--- src/rtl/core/sbeu_pkg.sv ---
// shared types, opcodes and status codes for the stack bytecode execute unit
package sbeu_pkg;

    localparam int STACK_ENTRIES = 16;
    localparam int SLOT_ENTRIES  = 16;
    localparam int SP_W   = $clog2(STACK_ENTRIES);
    localparam int DEPTH_W = $clog2(STACK_ENTRIES + 1);
    localparam int SLOT_W = $clog2(SLOT_ENTRIES);

    localparam logic [7:0] OP_END   = 8'h00;
    localparam logic [7:0] OP_PUSH  = 8'h01;
    localparam logic [7:0] OP_LOAD  = 8'h02;
    localparam logic [7:0] OP_STORE = 8'h03;
    localparam logic [7:0] OP_ADD   = 8'h04;
    localparam logic [7:0] OP_SUB   = 8'h05;
    localparam logic [7:0] OP_MUL   = 8'h06;
    localparam logic [7:0] OP_DIV   = 8'h07;
    localparam logic [7:0] OP_MOD   = 8'h08;
    localparam logic [7:0] OP_EQ    = 8'h09;
    localparam logic [7:0] OP_LT    = 8'h0a;
    localparam logic [7:0] OP_GT    = 8'h0b;
    localparam logic [7:0] OP_NOT   = 8'h0c;
    localparam logic [7:0] OP_DUP   = 8'h0d;
    localparam logic [7:0] OP_DROP  = 8'h0e;
    localparam logic [7:0] OP_JMP   = 8'h10;
    localparam logic [7:0] OP_JZ    = 8'h11;
    localparam logic [7:0] OP_JNZ   = 8'h12;
    localparam logic [7:0] OP_EVLD  = 8'h13;

    localparam logic [1:0] CFG_SLOT_LIMIT  = 2'd0;
    localparam logic [1:0] CFG_CODE_LENGTH = 2'd1;
    localparam logic [1:0] CFG_STEP_BUDGET = 2'd2;

    typedef enum logic [3:0] {
        ST_OK     = 4'd0,
        ST_END    = 4'd1,
        ST_BADOP  = 4'd2,
        ST_OVER   = 4'd3,
        ST_UNDER  = 4'd4,
        ST_SLOT   = 4'd5,
        ST_JUMP   = 4'd6,
        ST_DIVZ   = 4'd7,
        ST_BUDGET = 4'd8,
        ST_EVLOAD = 4'd9,
        ST_HOST   = 4'd10
    } status_t;

    typedef enum logic [2:0] {
        S_IDLE,
        S_READ,
        S_EXEC,
        S_DIV,
        S_DONE,
        S_OUT
    } state_t;

    // commands from controller to datapath
    typedef struct packed {
        logic capture;
        logic read;
        logic exec;
        logic div_start;
        logic div_step;
        logic commit;
    } ctrl_t;

    // status from datapath to controller
    typedef struct packed {
        logic need_div;
        logic div_last;
    } stat_t;

    function automatic logic is_host_op(input logic [7:0] op);
        return (op >= 8'h20 && op <= 8'h26) || (op >= 8'h30 && op <= 8'h36) ||
               (op >= 8'h40 && op <= 8'h46) || (op >= 8'h50 && op <= 8'h55) ||
               (op >= 8'h58 && op <= 8'h60);
    endfunction

endpackage

--- src/rtl/core/sbeu_ctrl.sv ---
// controller state machine sequencing one item through the datapath
module sbeu_ctrl (
    input  logic           aclk,
    input  logic           aresetn,
    input  logic           s_tvalid,
    output logic           s_tready,
    output logic           m_tvalid,
    input  logic           m_tready,
    input  sbeu_pkg::stat_t stat,
    output sbeu_pkg::ctrl_t ctrl
);
    import sbeu_pkg::*;

    state_t state_reg, state_next;

    always_ff @(posedge aclk) begin
        if (!aresetn) begin
            state_reg <= S_IDLE;
        end else begin
            state_reg <= state_next;
        end
    end

    always_comb begin
        state_next = state_reg;
        case (state_reg)
            S_IDLE: if (s_tvalid) state_next = S_READ;
            S_READ: state_next = S_EXEC;
            S_EXEC: state_next = stat.need_div ? S_DIV : S_DONE;
            S_DIV:  if (stat.div_last) state_next = S_DONE;
            S_DONE: state_next = S_OUT;
            S_OUT:  if (m_tready) state_next = S_IDLE;
            default: state_next = S_IDLE;
        endcase
    end

    always_comb begin
        ctrl = '0;
        s_tready = 1'b0;
        m_tvalid = 1'b0;
        case (state_reg)
            S_IDLE: begin
                s_tready = aresetn;
                ctrl.capture = s_tvalid;
            end
            S_READ: ctrl.read = 1'b1;
            S_EXEC: begin
                ctrl.exec = 1'b1;
                ctrl.div_start = stat.need_div;
            end
            S_DIV:  ctrl.div_step = 1'b1;
            S_DONE: ctrl.commit = 1'b1;
            S_OUT:  m_tvalid = 1'b1;
            default: ;
        endcase
    end

    a_out_from_done: assert property (@(posedge aclk) disable iff (!aresetn)
        (state_reg == S_DONE) |=> m_tvalid)
        else $error("result not presented after commit");
    a_no_accept_busy: assert property (@(posedge aclk) disable iff (!aresetn)
        m_tvalid |-> !s_tready)
        else $error("input accepted while result pending");
    a_hold_result: assert property (@(posedge aclk) disable iff (!aresetn)
        (m_tvalid && !m_tready) |=> m_tvalid)
        else $error("result dropped before transfer");

endmodule

--- src/rtl/core/sbeu_datapath.sv ---
// operand stack, slots, event words, alu, iterative divider and result register
module sbeu_datapath (
    input  logic              aclk,
    input  logic              aresetn,
    input  logic [216:0]      s_tdata,
    input  logic              cfg_valid,
    input  logic [1:0]        cfg_index,
    input  logic [15:0]       cfg_data,
    input  sbeu_pkg::ctrl_t   ctrl,
    output sbeu_pkg::stat_t   stat,
    output logic [63:0]       m_tdata
);
    import sbeu_pkg::*;

    logic [4:0]  slot_limit_reg;
    logic [15:0] code_length_reg, step_budget_reg;

    logic [216:0] item_reg;
    logic [31:0] stack_mem [STACK_ENTRIES];
    logic [31:0] slot_reg [SLOT_ENTRIES];
    logic [31:0] ev_reg [4];
    logic [DEPTH_W-1:0] depth_reg, depth_next;
    logic [15:0] steps_reg;

    logic [31:0] a_reg, b_reg, sl_reg, res_reg, res_next;
    logic [3:0]  st_reg, st_next;
    logic [15:0] nxt_reg, nxt_next;
    logic        wr_en_reg, wr_en_next, sl_en_reg, sl_en_next;
    logic [SP_W-1:0] wr_idx_reg, wr_idx_next;
    logic [SLOT_W-1:0] sl_idx_reg, sl_idx_next;
    logic [31:0] sl_val_reg, sl_val_next;

    // divider
    logic [31:0] q_reg, r_reg, dv_reg;
    logic [5:0]  cnt_reg;
    logic        neg_q_reg, neg_r_reg, is_mod_reg;

    logic [63:0] out_reg;

    wire        req  = item_reg[0];
    wire [7:0]  op   = item_reg[136:129];
    wire [31:0] lit  = item_reg[168:137];
    wire [15:0] offs = item_reg[184:169];
    wire [7:0]  b1   = item_reg[192:185];
    wire [7:0]  b2   = item_reg[200:193];
    wire [15:0] aft  = item_reg[216:201];

    wire [SP_W-1:0] top_i  = SP_W'(depth_reg - 1'b1);
    wire [SP_W-1:0] sec_i  = SP_W'(depth_reg - 2'd2);
    wire [SP_W-1:0] push_i = SP_W'(depth_reg);

    // top after the step, taking the write of this step into account
    wire [31:0] top_val = (wr_en_reg && wr_idx_reg == top_i) ? res_reg : stack_mem[top_i];

    always_ff @(posedge aclk) begin
        if (!aresetn) begin
            slot_limit_reg  <= 5'd16;
            code_length_reg <= '0;
            step_budget_reg <= 16'd4096;
        end else if (cfg_valid) begin
            case (cfg_index)
                CFG_SLOT_LIMIT:  slot_limit_reg  <= cfg_data[4:0];
                CFG_CODE_LENGTH: code_length_reg <= cfg_data;
                CFG_STEP_BUDGET: step_budget_reg <= cfg_data;
                default: ;
            endcase
        end
    end

    always_ff @(posedge aclk) begin
        if (ctrl.capture) item_reg <= s_tdata;
        if (ctrl.read) begin
            a_reg  <= stack_mem[sec_i];
            b_reg  <= stack_mem[top_i];
            sl_reg <= slot_reg[SLOT_W'(b1)];
        end
        if (ctrl.commit && wr_en_reg) stack_mem[wr_idx_reg] <= res_reg;
    end

    always_ff @(posedge aclk) begin
        if (!aresetn) begin
            depth_reg <= '0;
            steps_reg <= '0;
            for (int i = 0; i < SLOT_ENTRIES; i++) slot_reg[i] <= '0;
            for (int i = 0; i < 4; i++) ev_reg[i] <= '0;
        end else if (ctrl.exec) begin
            depth_reg <= depth_next;
            if (!req) begin
                ev_reg[0] <= item_reg[32:1];
                ev_reg[1] <= item_reg[64:33];
                ev_reg[2] <= item_reg[96:65];
                ev_reg[3] <= item_reg[128:97];
                steps_reg <= '0;
            end else if (steps_reg < step_budget_reg) begin
                steps_reg <= steps_reg + 16'd1;
            end
        end else if (ctrl.commit && sl_en_reg) begin
            slot_reg[sl_idx_reg] <= sl_val_reg;
        end
    end

    wire slot1_ok = ({3'b0, slot_limit_reg} > b1) && (b1 < SLOT_ENTRIES);
    wire slot2_ok = ({3'b0, slot_limit_reg} > b2) && (b2 < SLOT_ENTRIES);
    wire empty    = depth_reg == '0;
    wire full     = depth_reg >= DEPTH_W'(STACK_ENTRIES);
    wire two      = depth_reg >= DEPTH_W'(2);
    wire is_div   = (op == OP_DIV) || (op == OP_MOD);
    wire div_go   = req && (steps_reg < step_budget_reg) && is_div && two && (b_reg != '0);
    wire [16:0] tgt = {1'b0, aft} + {offs[15], offs};
    wire [31:0] mul_lo = a_reg * b_reg;

    assign stat.need_div = div_go;
    assign stat.div_last = cnt_reg == 6'd1;

    always_comb begin
        logic take;
        take = 1'b0;
        st_next = ST_OK; nxt_next = aft; res_next = '0;
        wr_en_next = 1'b0; wr_idx_next = push_i;
        sl_en_next = 1'b0; sl_idx_next = SLOT_W'(b1); sl_val_next = b_reg;
        depth_next = depth_reg;
        if (!req) begin
            depth_next = '0;
        end else if (steps_reg >= step_budget_reg) begin
            st_next = ST_BUDGET;
        end else begin
            case (op)
                OP_END: st_next = ST_END;
                OP_PUSH, OP_LOAD: begin
                    if (op == OP_LOAD && !slot1_ok) st_next = ST_SLOT;
                    else if (full) st_next = ST_OVER;
                    else begin
                        wr_en_next = 1'b1;
                        res_next = (op == OP_PUSH) ? lit : sl_reg;
                        depth_next = depth_reg + 1'b1;
                    end
                end
                OP_STORE: begin
                    if (!slot1_ok) st_next = ST_SLOT;
                    else if (empty) st_next = ST_UNDER;
                    else begin
                        sl_en_next = 1'b1;
                        depth_next = depth_reg - 1'b1;
                    end
                end
                OP_ADD, OP_SUB, OP_MUL, OP_DIV, OP_MOD, OP_EQ, OP_LT, OP_GT: begin
                    if (!two) st_next = ST_UNDER;
                    else if (is_div && b_reg == '0) st_next = ST_DIVZ;
                    else begin
                        wr_en_next = 1'b1;
                        wr_idx_next = sec_i;
                        depth_next = depth_reg - 1'b1;
                        case (op)
                            OP_ADD: res_next = a_reg + b_reg;
                            OP_SUB: res_next = a_reg - b_reg;
                            OP_MUL: res_next = mul_lo;
                            OP_EQ:  res_next = {31'b0, a_reg == b_reg};
                            OP_LT:  res_next = {31'b0, $signed(a_reg) < $signed(b_reg)};
                            OP_GT:  res_next = {31'b0, $signed(a_reg) > $signed(b_reg)};
                            default: res_next = '0;
                        endcase
                    end
                end
                OP_NOT: begin
                    if (empty) st_next = ST_UNDER;
                    else begin
                        wr_en_next = 1'b1; wr_idx_next = top_i;
                        res_next = {31'b0, b_reg == '0};
                    end
                end
                OP_DUP: begin
                    if (empty) st_next = ST_UNDER;
                    else if (full) st_next = ST_OVER;
                    else begin
                        wr_en_next = 1'b1; res_next = b_reg;
                        depth_next = depth_reg + 1'b1;
                    end
                end
                OP_DROP: begin
                    if (empty) st_next = ST_UNDER;
                    else depth_next = depth_reg - 1'b1;
                end
                OP_JMP, OP_JZ, OP_JNZ: begin
                    take = (op == OP_JMP) || ((op == OP_JZ) == (b_reg == '0));
                    if (op != OP_JMP && empty) st_next = ST_UNDER;
                    else if (take && (tgt[16] || tgt[15:0] >= code_length_reg))
                        st_next = ST_JUMP;
                    else begin
                        if (take) nxt_next = tgt[15:0];
                        if (op != OP_JMP) depth_next = depth_reg - 1'b1;
                    end
                end
                OP_EVLD: begin
                    if (b1 >= 8'd4 || !slot2_ok) st_next = ST_EVLOAD;
                    else begin
                        sl_en_next = 1'b1;
                        sl_idx_next = SLOT_W'(b2);
                        sl_val_next = ev_reg[b1[1:0]];
                    end
                end
                default: st_next = is_host_op(op) ? ST_HOST : ST_BADOP;
            endcase
        end
    end

    always_ff @(posedge aclk) begin
        if (ctrl.exec) begin
            st_reg <= st_next; nxt_reg <= nxt_next; res_reg <= res_next;
            wr_en_reg <= wr_en_next; wr_idx_reg <= wr_idx_next;
            sl_en_reg <= sl_en_next; sl_idx_reg <= sl_idx_next; sl_val_reg <= sl_val_next;
        end
        if (ctrl.div_start) begin
            q_reg <= a_reg[31] ? -a_reg : a_reg;
            dv_reg <= b_reg[31] ? -b_reg : b_reg;
            r_reg <= '0;
            cnt_reg <= 6'd32;
            neg_q_reg <= a_reg[31] ^ b_reg[31];
            neg_r_reg <= a_reg[31];
            is_mod_reg <= op == OP_MOD;
        end else if (ctrl.div_step) begin
            // restoring division, one quotient bit a cycle
            logic [32:0] trial;
            trial = {r_reg, q_reg[31]} - {1'b0, dv_reg};
            if (!trial[32]) r_reg <= trial[31:0];
            else r_reg <= {r_reg[30:0], q_reg[31]};
            q_reg <= {q_reg[30:0], !trial[32]};
            cnt_reg <= cnt_reg - 6'd1;
            if (cnt_reg == 6'd1) begin
                if (is_mod_reg)
                    res_reg <= neg_r_reg ? -(trial[32] ? {r_reg[30:0], q_reg[31]}
                               : trial[31:0]) : (trial[32] ? {r_reg[30:0], q_reg[31]}
                               : trial[31:0]);
                else
                    res_reg <= neg_q_reg ? -{q_reg[30:0], !trial[32]}
                               : {q_reg[30:0], !trial[32]};
            end
        end
    end

    always_ff @(posedge aclk) begin
        if (ctrl.commit)
            out_reg <= {7'b0, depth_reg, empty ? 32'b0 : top_val, nxt_reg, st_reg};
    end

    assign m_tdata = {out_reg[63:57], out_reg[56:0]};

    a_depth_range: assert property (@(posedge aclk) disable iff (!aresetn)
        depth_reg <= DEPTH_W'(STACK_ENTRIES))
        else $error("depth beyond stack size");
    a_begin_clears: assert property (@(posedge aclk) disable iff (!aresetn)
        (ctrl.exec && !req) |=> (depth_reg == '0 && steps_reg == '0))
        else $error("begin did not clear state");
    a_budget_hold: assert property (@(posedge aclk) disable iff (!aresetn)
        (ctrl.exec && req && steps_reg >= step_budget_reg) |=> $stable(depth_reg))
        else $error("state changed with budget spent");

endmodule

--- src/rtl/core/stack_bytecode_execute_unit.sv ---
// top level of the stack bytecode execute unit
// One item is handled at a time. After the input transfer the item passes through stack read,
// execute, commit and present before the result is offered, and the next item is taken in the
// cycle after the result transfer; div and mod add the steps of the bit-serial divider, and
// output back-pressure can hold the result further.
// The result register holds the result until it is transferred. Begin items clear depth
// and step count; configuration writes are taken at any time out of reset and meant for
// idle periods.
module stack_bytecode_execute_unit (
    input  logic         aclk,
    input  logic         aresetn,
    input  logic         s_tvalid,
    output logic         s_tready,
    // req_type
    input  logic         s_tuser,
    // event_kind, event_ident, event_handle_word, event_payload, op_code,
    // push_literal, jump_offset, first_byte, second_byte, after_address
    input  logic [215:0] s_tdata,
    output logic         m_tvalid,
    input  logic         m_tready,
    // status, next_address, top_value, stack_depth
    output logic [63:0]  m_tdata,
    input  logic         cfg_valid,
    output logic         cfg_ready,
    input  logic [1:0]   cfg_index,
    input  logic [15:0]  cfg_data
);
    import sbeu_pkg::*;

    ctrl_t ctrl;
    stat_t stat;

    assign cfg_ready = aresetn;

    sbeu_ctrl u_ctrl (
        .aclk(aclk), .aresetn(aresetn), .s_tvalid(s_tvalid), .s_tready(s_tready),
        .m_tvalid(m_tvalid), .m_tready(m_tready), .stat(stat), .ctrl(ctrl)
    );

    sbeu_datapath u_dp (
        .aclk(aclk), .aresetn(aresetn), .s_tdata({s_tdata, s_tuser}),
        .cfg_valid(cfg_valid), .cfg_index(cfg_index), .cfg_data(cfg_data),
        .ctrl(ctrl), .stat(stat), .m_tdata(m_tdata)
    );

endmodule
--- config.mk ---
export PLATFORM = sky130hd
export DESIGN_NAME = stack_bytecode_execute_unit
export DESIGN_NICKNAME = d
export VERILOG_FILES = /design/src/rtl/core/sbeu_pkg.sv /design/src/rtl/core/sbeu_ctrl.sv /design/src/rtl/core/sbeu_datapath.sv /design/src/rtl/core/stack_bytecode_execute_unit.sv
export SDC_FILE = /design/constraint.sdc
export NUM_CORES = 2
export LEC_CHECK = 0
export ABC_AREA = 0
export BUFFER_PORTS_ARGS = -buffer_cell sky130_fd_sc_hd__buf_2
export CAP_MARGIN = 20
export CELL_PAD_IN_SITES_DETAIL_PLACEMENT = 1
export CELL_PAD_IN_SITES_GLOBAL_PLACEMENT = 2
export CORE_MARGIN = 5
export CORE_UTILIZATION = 45
export CTS_BUF_LIST = sky130_fd_sc_hd__clkbuf_4 sky130_fd_sc_hd__clkbuf_8 sky130_fd_sc_hd__clkbuf_16
export DETAILED_ROUTE_END_ITERATION = 7
export PLACE_DENSITY_LB_ADDON = 0.1
export SYNTH_ARGS = -nofsm -noshare
export SYNTH_HDL_FRONTEND = slang
export SYNTH_SLANG_ARGS = --single-unit
--- constraint.sdc ---
create_clock -name aclk -period 37.1 [get_ports aclk]
set_clock_uncertainty 0.15 [all_clocks]
set_input_delay 7.42 -clock aclk [delete_from_list [all_inputs] [get_ports aclk]]
set_output_delay 7.42 -clock aclk [all_outputs]
set_load 0.05 [all_outputs]
-- After elaboration in Yosys (flattened, before gate mapping)
Memory sizes are Yosys's and may differ from the RTL's. A register that Yosys moved wholly into a read port is not among the register bits.
Cells that the tools add are included.
- multiplexer cells: 114
- bitwise logic cells: 6
- add/subtract/negate cells: 13
- eq/ne operators: 44
- multipliers: 1
- $lt $le $gt $ge: 22
- reductions and logical operators: 48
- operators by type and width (operator ; count):
    32-bit two-way mux ; 30
    32-bit one-hot mux with 6 select lines ; 1
    16-bit two-way mux ; 8
    32-bit negator ; 4
    32-bit one-hot mux with 4 select lines ; 1
    4-bit two-way mux ; 17
    5-bit two-way mux ; 12
    8-bit by 4-bit equality test with 1-bit output (second input constant) ; 7
    33-bit by 32-bit subtractor with 33-bit output ; 1
    32-bit adder ; 1
    32-bit equality test ; 1
    8-bit by 3-bit equality test with 1-bit output (second input constant) ; 4
    8-bit by 5-bit equality test with 1-bit output (second input constant) ; 4
    16-bit greater-or-equal comparator ; 2
    32-bit greater-than comparator ; 1
    32-bit logical NOT ; 1
    32-bit less-than comparator ; 1
    32-bit by 32-bit multiplier with 32-bit output ; 1
    4-bit one-hot mux with 8 select lines ; 1
    32-bit nonzero test ; 1
    32-bit OR reduction ; 1
    32-bit subtractor ; 1
    31-bit two-way mux ; 1
    5-bit one-hot mux with 6 select lines ; 1
    54 further kinds ; 145
- output and inout port bits: 67
- bits in writable memories: 1152
- bits of input ports: 240
- register bits: 566
- memories: 3
- logic and storage cells: 278
- memory list (name ; words ; bits a word ; rd ports ; clocked after Yosys merged registers in ; write ports ; line ; source):
    u_dp.slot_reg ; 16 ; 32 ; 1 ; 1 ; 16 ; sbeu_datapath.sv:20 ; logic [31:0] slot_reg [SLOT_ENTRIES];
    u_dp.stack_mem ; 16 ; 32 ; 2 ; 1 ; 1 ; sbeu_datapath.sv:19 ; logic [31:0] stack_mem [STACK_ENTRIES];
    u_dp.ev_reg ; 4 ; 32 ; 1 ; 1 ; 4 ; sbeu_datapath.sv:21 ; logic [31:0] ev_reg [4];

-- Longest topological paths before layout
- word-level depth: 12
- mapped depth: 30
- depth with buffers taken out: 28

-- Hierarchy
From an unflattened synthesis, not the netlist that was laid out.
- cells, all modules: 7571
- area total of the unflattened synthesis: 101085.7 um2
- by module, submodules not included (module ; cells an instance ; area each (um2) ; seq. area each (um2) ; times used):
    sbeu_datapath ; 7539 ; 100836.7 ; 52180.0 ; 1
    sbeu_ctrl ; 31 ; 241.5 ; 60.1 ; 1
    stack_bytecode_execute_unit ; 1 ; 7.5 ; 0.0 ; 1

-- Worst setup path after synthesis
OpenSTA, ideal clock, no wires.
- path kind: input to register
- from: input s_tvalid
- to: register with a tool-made name
- path slack: 4786 ps
- data arrival time: 31995 ps
- setup time: 168 ps
- required time: 36782 ps
- stages: 2
- buffers on the path: 0
- cells stage by stage: nor4b_1 mux2_2
- RTL lines (what ; line ; source):
    start: declaration ; stack_bytecode_execute_unit.sv:12 ; input logic s_tvalid,

-- Final worst setup path
- from: input aresetn
- to: output s_tready
- longest elaborated chain between the ends: 1
- RTL lines (what ; line ; source):
    start: declaration ; stack_bytecode_execute_unit.sv:11 ; input logic aresetn,
    1-bit two-way mux ; sbeu_ctrl.sv:41 ; case (state_reg)
    end: declaration ; stack_bytecode_execute_unit.sv:13 ; output logic s_tready,
No other way between the ends.

==> summary.md <==
| Metric | Value |
|---|---|
| Status | `complete, no violations` |
| Post-placement cell count | `10600` |
| Total number of vias | `65500` |
| Initial Util | `45.1%` |
| Finished Core Util | `50.4%` |
| EDFF count, synth | `1651` |
| CTS Hold Buffers Added | `0` |
| GRT overflow | `0` |
| DPL Wire Length | `231000 um` |
| Synth Flop Type | `edfxtp_1` |
| GRT Max-Usage Layer | `met2` |
| Initial antenna violation count | `~40` |
| Max cap viols | `0` |
| Hold Vio Cnt, Final | `0` |
| Row count | `174` |
| Final WL | `339000 um` |
| WS Path Type | `primary input to primary output` |
| CP peak stage delay | `0.45 ns` |
| HP Start | `u_dp.st_reg[1]$_SDFFCE_PP0N_` |
| DRC | `0` |
| Yosys top cell by area | `edfxtp_1` |
| Max stage delay cell, worst path | `buf_4` |
| Max Transition Viols Final | `0` |
| CP Launch Type | `primary input` |
| Clock sinks | `1784` |
| Fmax | `0.0613 GHz` |
| Fraction of registers with async set/reset | `0%` |
| Core area | `about 0.22 sq mm` |
| CTS resizes | `0` |
| Synthesized area | `around 0.10 sq mm` |
| Synth area leaders | `edfxtp_1 (49%), mux4_2 (11%), fa_1 (8.1%)` |
| Final Cycle Share | `a little over two fifths` |
| Pleak | `around 0.042 uW` |
| Gr usage total | `28.7%` |
| Final TNS setup | `0 ns` |
| Drt initial violations | `about 5900` |
| Sequential fraction of the synthesis area | `between 50% and 60%` |
| Root buffer cell | `clkbuf_16` |
| GR Util met3 | `under 10%` |
| Worst r2r src | `u_dp.b_reg[3]$_DFFE_PP_` |
| Setup violators final | `0` |
| Met1 Track Usage GR | `between 30% and 40%` |
| Die area | `approximately 0.23 sq mm` |
| # nets final | `between 8000 and 9000` |
| Cts bufs inserted | `approximately 190` |
| Slew headroom | `~16%` |
| Vias per std cell | `5.96` |
| DR WL/cell | `a little over 30 um` |
| Peak VDD IR | `0.245 mV` |
| # Post-CTS Setup Buffers | `0` |
| # H-tree levels | `4` |
| Yosys warns | `0` |
| Critical path peak fanout | `21` |
| CTS tree | `built` |
| First-pass GRT wire length | `492000 um` |
| GR met2 Demand/Resource | `a little under half` |
| Power per cell area | `around 87 mW/mm^2` |
| Top cells by count, synth | `edfxtp_1 (1651), and2_1 (912), inv_1 (559)` |
| Seq cells post-synth | `1784` |
| Fin cells | `11000` |
| Share of layout cells above drive strength 1 | `18.8%` |
| Vias in the first global route | `a little under 70000` |
| Worst-Skew Late Latency | `0.89 ns` |
| Top-count cell post-synth | `edfxtp_1` |
| Min Tclk post-route | `16.31 ns` |
| Unrepaired setup endpoints after global routing | `no` |
| Chip height | `a little under 500 um` |
| Router iterations before antenna repair | `6` |
| Die Wd | `484 um` |
| Io pins | `about 310` |
| Worst-path clk slew | `0.06 ns` |
| Clock Tree Buf Depth | `3` |
| CP startpoint | `aresetn` |
| Critical path cell sequence | `buf_4 -> nand2b_1 -> nor3_1 -> buf_2` |
| Post-synth top area share | `49.0%` |
| Min-delay worst type | `register to register` |
| Area growth from synthesis to layout | `11.6%` |
| Arrival @ worst endpoint | `8.74 ns` |
| DRT antenna net count | `0` |
| Crit-path leading delay family | `buffers and inverters` |
| Yosys cell types | `103` |
| Crit path capture type | `primary output` |
| Placer congestion estimate | `between 0.9 and 1` |
| Largest net degree at the start of global routing | `130` |
| Required @ worst endpoint | `29.53 ns` |
| Worst path buffer plus inverter count | `2` |
| Cells after Synth | `7616` |
| PortBufs | `299` |
| Mean post-synth cell area | `~13 sq um` |
| Worst Max-Slew Pin Slew | `roughly 1.3 ns` |
| Power consumption | `about 10000 uW` |
## where the power goes
part / internal (uW) / total, uW / switching (uW)
Sequential: 2320 / 2410 / 89.7
Clock: 1110 / 1950 / 840
Combinational: 2060 / 5490 / 3430
Total: 5490 / 9840 / 4360
## kinds of logic after synthesis
| group | count (synthesis) | share of synthesized area, % |
|---|---|---|
| AO/OA/AOI/OAI | 966 | 6.16 |
| flip-flops | 1784 | 51.6 |
| adder cells (fa/ha/maj) | 701 | 11.7 |
| multiplexers | 640 | 12.7 |
| XOR/XNOR | 276 | 2.39 |
| other | 1 | 0.00370 |
| AND/OR/NAND/NOR | 2193 | 11.4 |
| buffers and inverters | 1055 | 3.95 |
## placed cells by master, fill, tap and decap left out, drive strengths merged, types with 88 or more instances in the layout
cell type,n
a21oi,252
and2,912
buf,486
clkbuf,236
clkinv,98
dfxtp,133
edfxtp,1651
fa,412
ha,289
inv,567
mux4,512
nand2,537
nand3,88
nor2,316
o21ai,251
xnor2,172
xor2,104
## final timing paths
kind                            depth (start not counted)  slack, ns                        end
worst max-delay path                                    4      20.79                   s_tready
worst min register to register                          0       0.27  u_dp.m_tdata[1]$_DFFE_PN_
worst max register to register                         26      28.19   u_dp.res_reg[30]$_DFF_P_
worst min-delay path                                    0       0.27  u_dp.m_tdata[1]$_DFFE_PN_
## through the flow
stage / cell area [sq um] / setup slack, ns / hold slack (ns)
2_1_floorplan: 101000 / 4.79 / 0.250
3_3_place_gp: 107000 / 20.68 / 0.252
3_5_place_dp: 107000 / 20.72 / 0.255
4_1_cts: 113000 / 20.72 / 0.273
5_1_grt: 113000 / 20.70 / 0.273
6_report: 113000 / 20.79 / 0.272
## cell type report
class / count / area (sq um)
fillers: 22400 / 111000
flip-flops and latches: 1784 / 52200
multi-input cells: 4783 / 45500
clock buffers: 236 / 5140
well taps: 2992 / 3740
repair buffers: 486 / 2990
inverters: 566 / 2130
clock inverters: 119 / 1270
diodes: 19 / 47.5
## routing by layer
layer	up-vias	part of all wire [%]
li1	28000	-
met1	34800	41
met2	2288	48
met3	463	6.8
met4	32	3.6
met5	-	0.057
Note: power is estimated with default switching activity, not from simulation.
